<file path="config.mk">
export PLATFORM = sky130hd
export DESIGN_NAME = overwriting_circular_deque_core_flat
export DESIGN_NICKNAME = d
export VERILOG_FILES = /design/src/hdl/ocd_pkg.sv /design/src/hdl/ocd_if.sv /design/src/hdl/ocd_slots.sv /design/src/hdl/ocd_step.sv /design/src/hdl/overwriting_circular_deque_core.sv /design/src/flat_wrapper.sv
export SDC_FILE = /design/constraint.sdc
export NUM_CORES = 1
export LEC_CHECK = 0
export ABC_AREA = 1
export BUFFER_PORTS_ARGS = -buffer_cell sky130_fd_sc_hd__buf_2
export CAP_MARGIN = 20
export CORE_ASPECT_RATIO = 1.25
export CORE_MARGIN = 5
export CORE_UTILIZATION = 40
export DETAILED_ROUTE_END_ITERATION = 12
export SYNTH_ARGS = -nofsm -noshare
export SYNTH_HDL_FRONTEND = slang
export SYNTH_SLANG_ARGS = --single-unit
</file>
<file path="constraint.sdc">
create_clock -name clk -period 4.6 [get_ports clk]
set_input_delay 1.38 -clock clk [delete_from_list [all_inputs] [get_ports clk]]
set_output_delay 1.38 -clock clk [all_outputs]
set_load 0.005 [all_outputs]
</file>
<file path="src/hdl/ocd_pkg.sv">
// shared types, constants and ring arithmetic helpers for the overwriting circular deque
// no dependencies; ocd_if, ocd_step and the core import this package

package ocd_pkg;

	// storage geometry
	localparam int DEPTH  = 16;
	localparam int DATA_W = 32;

	// field widths fixed by the transaction format
	localparam int CMD_W    = 3;
	localparam int IDX_W    = 4;
	localparam int CFG_W    = 5;
	localparam int STATUS_W = 2;
	localparam int COUNT_W  = 5;

	// derived widths
	localparam int PTR_W = (DEPTH > 1) ? $clog2(DEPTH) : 1;
	localparam int CNT_W = $clog2(DEPTH + 1);
	localparam int SUM_W = ((PTR_W > IDX_W) ? PTR_W : IDX_W) + 1;

	localparam int CAP_RESET = 16;

	typedef logic [PTR_W-1:0]    ptr_t;
	typedef logic [CNT_W-1:0]    cnt_t;
	typedef logic [DATA_W-1:0]   data_t;
	typedef logic [IDX_W-1:0]    idx_t;
	typedef logic [CMD_W-1:0]    cmd_code_t;
	typedef logic [CFG_W-1:0]    cfg_t;

	typedef enum logic [CMD_W-1:0] {
		CMD_PUSH_BACK  = 3'd0,
		CMD_PUSH_FRONT = 3'd1,
		CMD_POP_BACK   = 3'd2,
		CMD_POP_FRONT  = 3'd3,
		CMD_READ_IDX   = 3'd4,
		CMD_WRITE_IDX  = 3'd5,
		CMD_CLEAR      = 3'd6
	} cmd_t;

	typedef enum logic [STATUS_W-1:0] {
		ST_OK        = 2'd0,
		ST_RANGE_ERR = 2'd1,
		ST_EMPTY_ERR = 2'd2
	} status_t;

	// pointer and fill state of the ring
	typedef struct packed {
		ptr_t head;
		ptr_t tail;
		cnt_t count;
	} ring_state_t;

	// one slot write
	typedef struct packed {
		logic  en;
		ptr_t  addr;
		data_t data;
	} slot_wr_t;

	// everything that goes into one result transaction
	typedef struct packed {
		data_t   read_value;
		cnt_t    count;
		logic    is_empty;
		logic    is_full;
		logic    overwrote;
		status_t status;
	} result_t;

	// capacity register value as used by the ring: zero acts as one, above depth acts as depth
	function automatic cnt_t eff_cap(cfg_t raw);
		int unsigned r;
		r = int'(raw);
		if (r == 0)
			return cnt_t'(1);
		else if (r > DEPTH)
			return cnt_t'(DEPTH);
		else
			return cnt_t'(r);
	endfunction

	function automatic ptr_t ring_next(ptr_t p, cnt_t cap);
		logic [CNT_W:0] s;
		s = (CNT_W+1)'(p) + (CNT_W+1)'(1);
		return (s >= (CNT_W+1)'(cap)) ? '0 : PTR_W'(s);
	endfunction

	function automatic ptr_t ring_prev(ptr_t p, cnt_t cap);
		return (p == '0) ? PTR_W'(cap - cnt_t'(1)) : p - ptr_t'(1);
	endfunction

	// logical position counted from the head to physical slot, wrapped at the capacity
	function automatic ptr_t slot_pos(ptr_t head, idx_t index, cnt_t cap);
		logic [SUM_W-1:0] s;
		logic [SUM_W-1:0] w;
		s = SUM_W'(head) + SUM_W'(index);
		w = (s >= SUM_W'(cap)) ? s - SUM_W'(cap) : s;
		return (w >= SUM_W'(DEPTH)) ? '0 : PTR_W'(w);
	endfunction

endpackage

</file>
<file path="src/hdl/ocd_if.sv">
// valid/ready channel interfaces for request and result transactions
// depends on ocd_pkg

interface ocd_req_if;
	import ocd_pkg::*;

	logic      valid;
	logic      ready;
	cmd_code_t cmd;
	idx_t      index;
	data_t     value;

	modport source (output valid, cmd, index, value, input ready);
	modport sink   (input valid, cmd, index, value, output ready);
endinterface

interface ocd_rsp_if;
	import ocd_pkg::*;

	logic                valid;
	logic                ready;
	data_t               read_value;
	logic [COUNT_W-1:0]  count;
	logic                is_empty;
	logic                is_full;
	logic                overwrote;
	logic [STATUS_W-1:0] status;

	modport source (output valid, read_value, count, is_empty, is_full, overwrote, status,
		input ready);
	modport sink   (input valid, read_value, count, is_empty, is_full, overwrote, status,
		output ready);
endinterface

</file>
<file path="src/hdl/ocd_slots.sv">
// generic ram with one write port and one registered read port, used for the deque slots
// no dependencies; width and depth come in as parameters

module ocd_slots #(
	parameter int WIDTH = 32,
	parameter int DEPTH = 16
) (
	input  logic                     clk,
	input  logic                     wr_en,
	input  logic [$clog2(DEPTH)-1:0] wr_addr,
	input  logic [WIDTH-1:0]         wr_data,
	input  logic                     rd_en,
	input  logic [$clog2(DEPTH)-1:0] rd_addr,
	output logic [WIDTH-1:0]         rd_data
);

	logic [WIDTH-1:0] mem_q [DEPTH];
	logic [WIDTH-1:0] rd_data_q;

	always_ff @(posedge clk) begin
		if (wr_en) begin
			mem_q[wr_addr] <= wr_data;
		end
	end

	// registered read; a write to the same address in the same cycle is passed through
	always_ff @(posedge clk) begin
		if (rd_en) begin
			if (wr_en && (wr_addr == rd_addr)) begin
				rd_data_q <= wr_data;
			end else begin
				rd_data_q <= mem_q[rd_addr];
			end
		end
	end

	assign rd_data = rd_data_q;

endmodule

</file>
<file path="src/hdl/ocd_step.sv">
// next-state and result logic for one deque command
// depends on ocd_pkg

module ocd_step (
	input  ocd_pkg::cmd_code_t   cmd,
	input  ocd_pkg::idx_t        index,
	input  ocd_pkg::data_t       value,
	input  ocd_pkg::cnt_t        cap,
	input  ocd_pkg::ring_state_t cur,
	input  ocd_pkg::data_t       rd_data,
	output ocd_pkg::slot_wr_t    wr,
	output ocd_pkg::ring_state_t nxt,
	output ocd_pkg::result_t     res
);
	import ocd_pkg::*;

	ptr_t             pos;
	logic             in_range;
	logic             is_empty_now;
	logic             is_full_now;
	ptr_t             tail_next;
	ptr_t             head_prev;

	// logical index to physical slot
	assign pos = slot_pos(cur.head, index, cap);

	assign in_range     = SUM_W'(index) < SUM_W'(cur.count);
	assign is_empty_now = (cur.count == '0);
	assign is_full_now  = (cur.count >= cap);
	assign tail_next    = ring_next(cur.tail, cap);
	assign head_prev    = ring_prev(cur.head, cap);

	always_comb begin
		nxt            = cur;
		wr.en          = 1'b0;
		wr.addr        = pos;
		wr.data        = value;
		res.read_value = '0;
		res.overwrote  = 1'b0;
		res.status     = ST_OK;
		case (cmd)
			CMD_PUSH_BACK: begin
				wr.en = 1'b1;
				if (is_empty_now) begin
					wr.addr   = cur.head;
					nxt.tail  = cur.head;
					nxt.count = cnt_t'(1);
				end else begin
					wr.addr  = tail_next;
					nxt.tail = tail_next;
					if (is_full_now) begin
						nxt.head      = ring_next(cur.head, cap);
						res.overwrote = 1'b1;
					end else begin
						nxt.count = cur.count + cnt_t'(1);
					end
				end
			end
			CMD_PUSH_FRONT: begin
				wr.en = 1'b1;
				if (is_empty_now) begin
					wr.addr   = cur.head;
					nxt.tail  = cur.head;
					nxt.count = cnt_t'(1);
				end else begin
					wr.addr  = head_prev;
					nxt.head = head_prev;
					if (is_full_now) begin
						nxt.tail      = ring_prev(cur.tail, cap);
						res.overwrote = 1'b1;
					end else begin
						nxt.count = cur.count + cnt_t'(1);
					end
				end
			end
			CMD_POP_BACK: begin
				if (is_empty_now) begin
					res.status = ST_EMPTY_ERR;
				end else begin
					nxt.count = cur.count - cnt_t'(1);
					if (cur.count != cnt_t'(1))
						nxt.tail = ring_prev(cur.tail, cap);
				end
			end
			CMD_POP_FRONT: begin
				if (is_empty_now) begin
					res.status = ST_EMPTY_ERR;
				end else begin
					nxt.count = cur.count - cnt_t'(1);
					if (cur.count != cnt_t'(1))
						nxt.head = ring_next(cur.head, cap);
				end
			end
			CMD_READ_IDX: begin
				if (in_range)
					res.read_value = rd_data;
				else
					res.status = ST_RANGE_ERR;
			end
			CMD_WRITE_IDX: begin
				if (in_range)
					wr.en = 1'b1;
				else
					res.status = ST_RANGE_ERR;
			end
			CMD_CLEAR: begin
				nxt.count = '0;
				nxt.tail  = cur.head;
			end
			default: begin
			end
		endcase
		res.count    = nxt.count;
		res.is_empty = (nxt.count == '0);
		res.is_full  = (nxt.count == cap);
	end

endmodule

</file>
<file path="src/hdl/overwriting_circular_deque_core.sv">
// top level of the overwriting circular deque: input register, ring state, result register
// depends on ocd_pkg, ocd_if, ocd_slots and ocd_step

// A ring of up to DEPTH slots used as a double-ended queue. Each request transaction carries
// one command (push back, push front, pop back, pop front, indexed read, indexed write, clear)
// and yields exactly one result transaction with the read value, the fill count, empty/full
// flags, an overwrite flag and a status code. A push on a full ring drops the element at the
// opposite end. Throughput is one transaction per cycle for every command while results are
// taken. A request is held in the input register, where a single pass of command logic updates
// the ring pointers and loads the result register, from which its result is presented.
// The slots sit in a ram with a registered read: the read address is formed while a request
// is accepted, from the head pointer that the command ahead of it leaves behind, so its read
// data is ready when an indexed read executes. The input only stalls while the result
// register holds a result that has not been taken. Writing cfg_wdata with cfg_we sets the
// capacity (zero acts as one, above DEPTH acts as DEPTH) and empties the ring; write it only
// while nothing is in flight. Slot contents are not cleared by reset; data from unused slots
// is never returned.

module overwriting_circular_deque_core (
	input  logic                clk,
	input  logic                arst_n,
	input  logic                cfg_we,
	input  ocd_pkg::cfg_t       cfg_wdata,
	ocd_req_if.sink             req,
	ocd_rsp_if.source           rsp
);
	import ocd_pkg::*;

	// input stage
	logic        valid_s1;
	cmd_code_t   cmd_s1;
	idx_t        index_s1;
	data_t       value_s1;

	// ring state
	ring_state_t ring_q;
	cnt_t        cap_q;

	// result register
	logic        rsp_valid_q;
	result_t     rsp_q;

	// step logic signals
	ring_state_t ring_nxt;
	result_t     res;
	slot_wr_t    step_wr;
	slot_wr_t    slot_wr;
	ptr_t        head_ahead;
	ptr_t        rd_addr;
	data_t       rd_data;
	logic        advance;
	logic        req_take;

	// the input stage moves on whenever the result register is free or being emptied
	assign advance   = valid_s1 && (!rsp_valid_q || rsp.ready);
	assign req.ready = !valid_s1 || advance;
	assign req_take  = req.valid && req.ready;

	always_ff @(posedge clk or negedge arst_n) begin
		if (!arst_n) begin
			valid_s1 <= 1'b0;
		end else if (req.ready) begin
			valid_s1 <= req.valid;
		end
	end

	// payload of the input stage, no reset needed
	always_ff @(posedge clk) begin
		if (req.valid && req.ready) begin
			cmd_s1   <= req.cmd;
			index_s1 <= req.index;
			value_s1 <= req.value;
		end
	end

	ocd_step u_step (
		.cmd     (cmd_s1),
		.index   (index_s1),
		.value   (value_s1),
		.cap     (cap_q),
		.cur     (ring_q),
		.rd_data (rd_data),
		.wr      (step_wr),
		.nxt     (ring_nxt),
		.res     (res)
	);

	// slot writes only when the command really executes
	always_comb begin
		slot_wr    = step_wr;
		slot_wr.en = step_wr.en && advance;
	end

	// read address for the incoming transaction, taken from the head it will see
	assign head_ahead = advance ? ring_nxt.head : ring_q.head;
	assign rd_addr    = slot_pos(head_ahead, req.index, cap_q);

	// read data is held while the transaction waits, no slot is written meanwhile
	ocd_slots #(
		.WIDTH (DATA_W),
		.DEPTH (DEPTH)
	) u_slots (
		.clk     (clk),
		.wr_en   (slot_wr.en),
		.wr_addr (slot_wr.addr),
		.wr_data (slot_wr.data),
		.rd_en   (req_take),
		.rd_addr (rd_addr),
		.rd_data (rd_data)
	);

	// ring pointers, count and capacity; a capacity write empties the ring
	always_ff @(posedge clk or negedge arst_n) begin
		if (!arst_n) begin
			ring_q <= '0;
			cap_q  <= eff_cap(cfg_t'(CAP_RESET));
		end else if (cfg_we) begin
			ring_q <= '0;
			cap_q  <= eff_cap(cfg_wdata);
		end else if (advance) begin
			ring_q <= ring_nxt;
		end
	end

	always_ff @(posedge clk or negedge arst_n) begin
		if (!arst_n) begin
			rsp_valid_q <= 1'b0;
		end else if (advance) begin
			rsp_valid_q <= 1'b1;
		end else if (rsp.ready) begin
			rsp_valid_q <= 1'b0;
		end
	end

	always_ff @(posedge clk) begin
		if (advance) begin
			rsp_q <= res;
		end
	end

	assign rsp.valid      = rsp_valid_q;
	assign rsp.read_value = rsp_q.read_value;
	assign rsp.count      = COUNT_W'(rsp_q.count);
	assign rsp.is_empty   = rsp_q.is_empty;
	assign rsp.is_full    = rsp_q.is_full;
	assign rsp.overwrote  = rsp_q.overwrote;
	assign rsp.status     = rsp_q.status;

endmodule
</file>
<file path="src/flat_wrapper.sv">
// flat-port wrapper written by rule: the top's interface ports become plain ports
module overwriting_circular_deque_core_flat import ocd_pkg::*;
  (clk, arst_n, cfg_we, cfg_wdata, req_valid, req_cmd, req_index, req_value, req_ready, rsp_valid, rsp_read_value, rsp_count, rsp_is_empty, rsp_is_full, rsp_overwrote, rsp_status, rsp_ready);
  ocd_req_if req_i ();
  ocd_rsp_if rsp_i ();
  input  logic clk;
  input  logic arst_n;
  input  logic cfg_we;
  input  ocd_pkg::cfg_t cfg_wdata;
  input wire logic [$bits(req_i.valid)-1:0] req_valid;
  input wire logic [$bits(req_i.cmd)-1:0] req_cmd;
  input wire logic [$bits(req_i.index)-1:0] req_index;
  input wire logic [$bits(req_i.value)-1:0] req_value;
  output wire logic [$bits(req_i.ready)-1:0] req_ready;
  output wire logic [$bits(rsp_i.valid)-1:0] rsp_valid;
  output wire logic [$bits(rsp_i.read_value)-1:0] rsp_read_value;
  output wire logic [$bits(rsp_i.count)-1:0] rsp_count;
  output wire logic [$bits(rsp_i.is_empty)-1:0] rsp_is_empty;
  output wire logic [$bits(rsp_i.is_full)-1:0] rsp_is_full;
  output wire logic [$bits(rsp_i.overwrote)-1:0] rsp_overwrote;
  output wire logic [$bits(rsp_i.status)-1:0] rsp_status;
  input wire logic [$bits(rsp_i.ready)-1:0] rsp_ready;
  assign req_i.valid = req_valid;
  assign req_i.cmd = req_cmd;
  assign req_i.index = req_index;
  assign req_i.value = req_value;
  assign req_ready = req_i.ready;
  assign rsp_valid = rsp_i.valid;
  assign rsp_read_value = rsp_i.read_value;
  assign rsp_count = rsp_i.count;
  assign rsp_is_empty = rsp_i.is_empty;
  assign rsp_is_full = rsp_i.is_full;
  assign rsp_overwrote = rsp_i.overwrote;
  assign rsp_status = rsp_i.status;
  assign rsp_i.ready = rsp_ready;
  overwriting_circular_deque_core u_core (.clk(clk), .arst_n(arst_n), .cfg_we(cfg_we), .cfg_wdata(cfg_wdata), .req(req_i), .rsp(rsp_i));
endmodule
</file>
==> tab_implementation.tex <==
\begin{tabular}{lr}
\hline
Metric & Value \\
\hline
\multicolumn{2}{l}{\textbf{Min path}} \\
Number of instances on the worst hold path & 2 \\
Launch instance of the worst min-delay path & u\_core.u\_slots.rd\_data[17]\$\_DFFE\_PP\_ \\
Type of the most critical hold path & flop to flop \\
Worst-case hold path end point & u\_core.rsp.read\_value[17]\$\_SDFFCE\_PN0P\_ \\
\multicolumn{2}{l}{\textbf{Floorplanning}} \\
Starting density of the core & 0.4023 \\
Rows & 112 \\
Floorplan die width & 254.9 um \\
Ports & 93 \\
Die Outline Area & 0.08059 mm\^{}2 \\
Core ar. & 0.07455 mm\^{}2 \\
Vertical die dimension & 316.2 um \\
\multicolumn{2}{l}{\textbf{Drt}} \\
DR WL/cell & 22.18 um \\
Total length of routed wires & 94110 um \\
DR iter-0 viols & 2399 \\
Count of unresolved DRC violations after routing & 0 \\
Number of routed nets with antenna violations & 0 \\
First-pass iteration count of the detailed router & 5 \\
Routed via count divided by cell count & 5.418 \\
Via count & 22990 \\
\multicolumn{2}{l}{\textbf{Final layout}} \\
Area Overhead vs Synth & 29.04\% \\
Fraction of final layout cells with drive strength greater than 1 & 0.2214 \\
Net count reported at finish & 3320 \\
Number of diodes & 0 \\
\multicolumn{2}{l}{\textbf{Timing}} \\
Top achievable clock speed & 0.1929 GHz \\
Setup\_tns & -17090 ps \\
Post-route clock skew & 20.81 ps \\
Final setup fails & 32 \\
Transition time at the pin with the least slew margin & 989.4 ps \\
Tmin final & 5183 ps \\
Fin. max-slew vios & 0 \\
Final critical-path setup slack & -583.5 ps \\
Count of final hold-check violations & 0 \\
Ratio of final minimum period to clock period & 1.127 \\
Worst slew margin relative to its limit & 0.3380 \\
RSZ-0062 raised after global routing & true \\
\multicolumn{2}{l}{\textbf{Clocking}} \\
Clk\_lat worst skew & 630 ps \\
Clock sink count & 645 \\
Clk pin slew, worst setup/hold paths & 60 ps \\
Clock tree from TritonCTS & built \\
Number of buffers inserted during clock tree synthesis & 68 \\
Count of hold-fix buffers inserted at cts & 0 \\
H-tree lvl count & 3 \\
Clock root buffer & clkbuf\_16 \\
Number of buffers on the longest clock path & 3 \\
\multicolumn{2}{l}{\textbf{Setup path}} \\
Depth of the worst register-to-register path & 38 \\
Delay of the slowest critical-path stage & 460 ps \\
Startpoint of the worst-slack reg-to-reg timing path & u\_core.ring\_q[10]\$\_DFFE\_PN0P\_ \\
Kind of critical path & flop to flop \\
Data required, critical path & 4980 ps \\
Maximum fanout along the worst path & 10 \\
Number of buffers and inverters on the critical path & 10 \\
Crit path max-delay cell type & dfrtp\_2 \\
CP top delay family & simple AND/OR/NAND/NOR gates \\
Library cell appearing most often on the critical path & nand2\_1 \\
Data arrival at the endpoint of the critical path & 5560 ps \\
Critical Path Start Type & flop \\
Destination of the worst register-to-register timing path & u\_core.u\_slots.rd\_data[23]\$\_DFFE\_PP\_ \\
Slack of the worst reg-to-reg path & -580 ps \\
Nature of the critical path endpoint & flop \\
\multicolumn{2}{l}{\textbf{Place}} \\
IO Port Bufs & 92 \\
Placed wire-length estimate after detailed placement & 52480 um \\
Final GP Congestion & 0.8810 \\
Dpl ws & -1122 ps \\
\multicolumn{2}{l}{\textbf{Yosys}} \\
Gate Count Post-Synth & 2868 \\
Largest cells by area after synthesis & edfxtp\_1 63\%, nand3\_1 7.9\%, nand2\_1 6.5\%, inv\_1 4.4\%, nand3b\_1 4.1\% \\
Number of enable-type register cells in the synthesized netlist & 625 \\
Net count after synthesis & 2965 \\
Area of the mapped netlist & 0.02999 mm\^{}2 \\
\#FFs+latches synth & 645 \\
Average footprint of a synthesized cell & 10.46 um\^{}2 \\
Most frequent cells after synthesis & 625 x edfxtp\_1, 519 x nand2\_1, 475 x nand3\_1, 349 x inv\_1, 278 x nor2\_1 \\
Synth warnings & 0 \\
Cell with the most instances after synthesis & edfxtp\_1 \\
Asr flop ratio synth & 0.03101 \\
Top-area cell type share of the netlist area & 0.6258 \\
Number of different library cells in the post-synthesis netlist & 41 \\
Primary FF master, synth & edfxtp\_1 \\
Cell taking the most area after synthesis & edfxtp\_1 \\
Sequential cell area fraction in the yosys report & 0.6425 \\
\multicolumn{2}{l}{\textbf{GRT}} \\
Via count of the first global-routing pass & 22610 \\
Number of antenna violations at the first check in global routing & 1 \\
Global-route wire length before repair & 137100 um \\
Total congestion overflow & 0 \\
Largest net degree at the start of global routing & 46 \\
All-layer global routing usage & 0.2227 \\
\multicolumn{2}{l}{\textbf{Power}} \\
Total power & 20.65 mW \\
Static Leak & 15.99 nW \\
Peak ir drop on the vdd network & 0.0002960 V \\
Power per standard cell area & 533.4 mW/mm\^{}2 \\
\multicolumn{2}{l}{\textbf{Run status}} \\
Result of the run & finished, violations left \\
Failing checks & setup timing \\
\multicolumn{2}{l}{\textbf{Run}} \\
Count of maximum capacitance violations & 0 \\
\hline
\end{tabular}
-- layout by cell type (no fill, tap or decap), types with 4 or more instances in the layout --
| cell type | n |
|---|---|
| clkinv_1 | 11 |
| dfrtp_1 | 17 |
| buf_16 | 36 |
| ha_1 | 35 |
| buf_6 | 23 |
| buf_2 | 92 |
| nor2_2 | 16 |
| nor3_1 | 4 |
| ha_4 | 8 |
| nor2_1 | 244 |
| o21bai_1 | 4 |
| nand2_2 | 30 |
| edfxtp_1 | 625 |
| buf_12 | 75 |
| a21oi_2 | 8 |
| o21ai_1 | 4 |
| nor2_4 | 22 |
| nand3_1 | 423 |
| o21ai_0 | 17 |
| clkinv_2 | 13 |
| o22ai_1 | 13 |
| inv_6 | 4 |
| buf_4 | 183 |
| clkbuf_1 | 16 |
| nand3b_1 | 165 |
| inv_1 | 340 |
| buf_8 | 13 |
| a21oi_1 | 77 |
| nand2_1 | 482 |
| nand4_1 | 44 |
| nand3_2 | 53 |
| clkbuf_16 | 87 |
| nand2_4 | 6 |
| clkinvlp_4 | 4 |
| xor2_1 | 13 |
| inv_2 | 11 |
-- cells by family (layout without fill, tap and decap cells) --
group           count (synthesis)  after routing  synth area share
compound gates                144            144           0.02670
xor+xnor                       18             18          0.005257
fa+ha+maj                      48             48           0.02103
buf+inv                       515            922           0.07029
flops                         645            645            0.6425
mux                             1              1         0.0003754
simple gates                 1497           1497            0.2339
-- cell type report --
type                    count  area, um^2
fillers                  6386       35850
flip-flops and latches    645       19270
multi-input cells        1708        9427
repair buffers            443        5321
clock buffers              84        1762
inverters                 357        1371
well taps                 969        1212
clock inverters            38       336.6
-- routing by layer --
metal	up-vias	share of wire	GRT usage
met5	-	0.00021	0
met4	2	0.032	0.07394
met3	210	0.077	0.03339
met2	1043	0.50	0.3851
met1	11200	0.39	0.2885
li1	10540	-	-
-- flip-flops by register name, summed over array words and instances (netlist names), 2 cells and up --
name,cells
u_core.rsp.status,2
u_core.rsp.count,5
u_core.u_slots.mem_q,512
u_core.value_s1,32
u_core.ring_q,13
u_core.rsp.read_value,32
u_core.index_s1,4
u_core.cmd_s1,3
u_core.u_slots.rd_data,32
u_core.cap_q,5
-- stage by stage --
step | cell area [um^2] | util | cells | hold slack (ps)
4_1_cts | 37970 | 0.5093 | 4219 | 564.4
3_5_place_dp | 33780 | 0.4531 | 4008 | 546.8
2_1_floorplan | 30170 | - | 2868 | 505.7
3_3_place_gp | 33780 | 0.4531 | 4008 | 552.4
6_report | 38700 | 0.5191 | 4244 | 558.2
5_1_grt | 38700 | 0.5191 | 4244 | 584.0
-- worst max path at each step --
stage                                             start                                    to  slack [ps]  cells after the start
after floorplan                               rsp_ready  u_core.u_slots.rd_data[10]$_DFFE_PP_        -850                     29
after global placement                        rsp_ready  u_core.u_slots.rd_data[17]$_DFFE_PP_       -1020                     30
after detailed placement                      rsp_ready  u_core.u_slots.rd_data[17]$_DFFE_PP_       -1120                     31
after CTS                  u_core.ring_q[9]$_DFFE_PN0P_  u_core.u_slots.rd_data[27]$_DFFE_PP_        -470                     36
after global routing       u_core.ring_q[9]$_DFFE_PN0P_  u_core.u_slots.rd_data[27]$_DFFE_PP_        -890                     37
final                     u_core.ring_q[10]$_DFFE_PN0P_  u_core.u_slots.rd_data[23]$_DFFE_PP_        -580                     38
-- what timing repair did --
action / in CTS / in global routing
pin swaps: 64 / 30
resized for setup: 188 / 58
setup buffers: 66 / 7
hold endpoints to repair: 0 / 0
cloned: 25 / 20
setup endpoints to repair: 32 / 276
-- worst min-delay path: stages (launching register included) --
cell and delay, ps:
edfxtp_1 320, inv_1 40, nor2_1 90
-- power breakdown --
part	internal, mW	leakage (nW)	switching, mW
combinational	3.65	8.99	4.62
clock	2.93	1.02	2.35
sequential	6.89	5.97	0.218
Power figures use the tool's default switching activity.
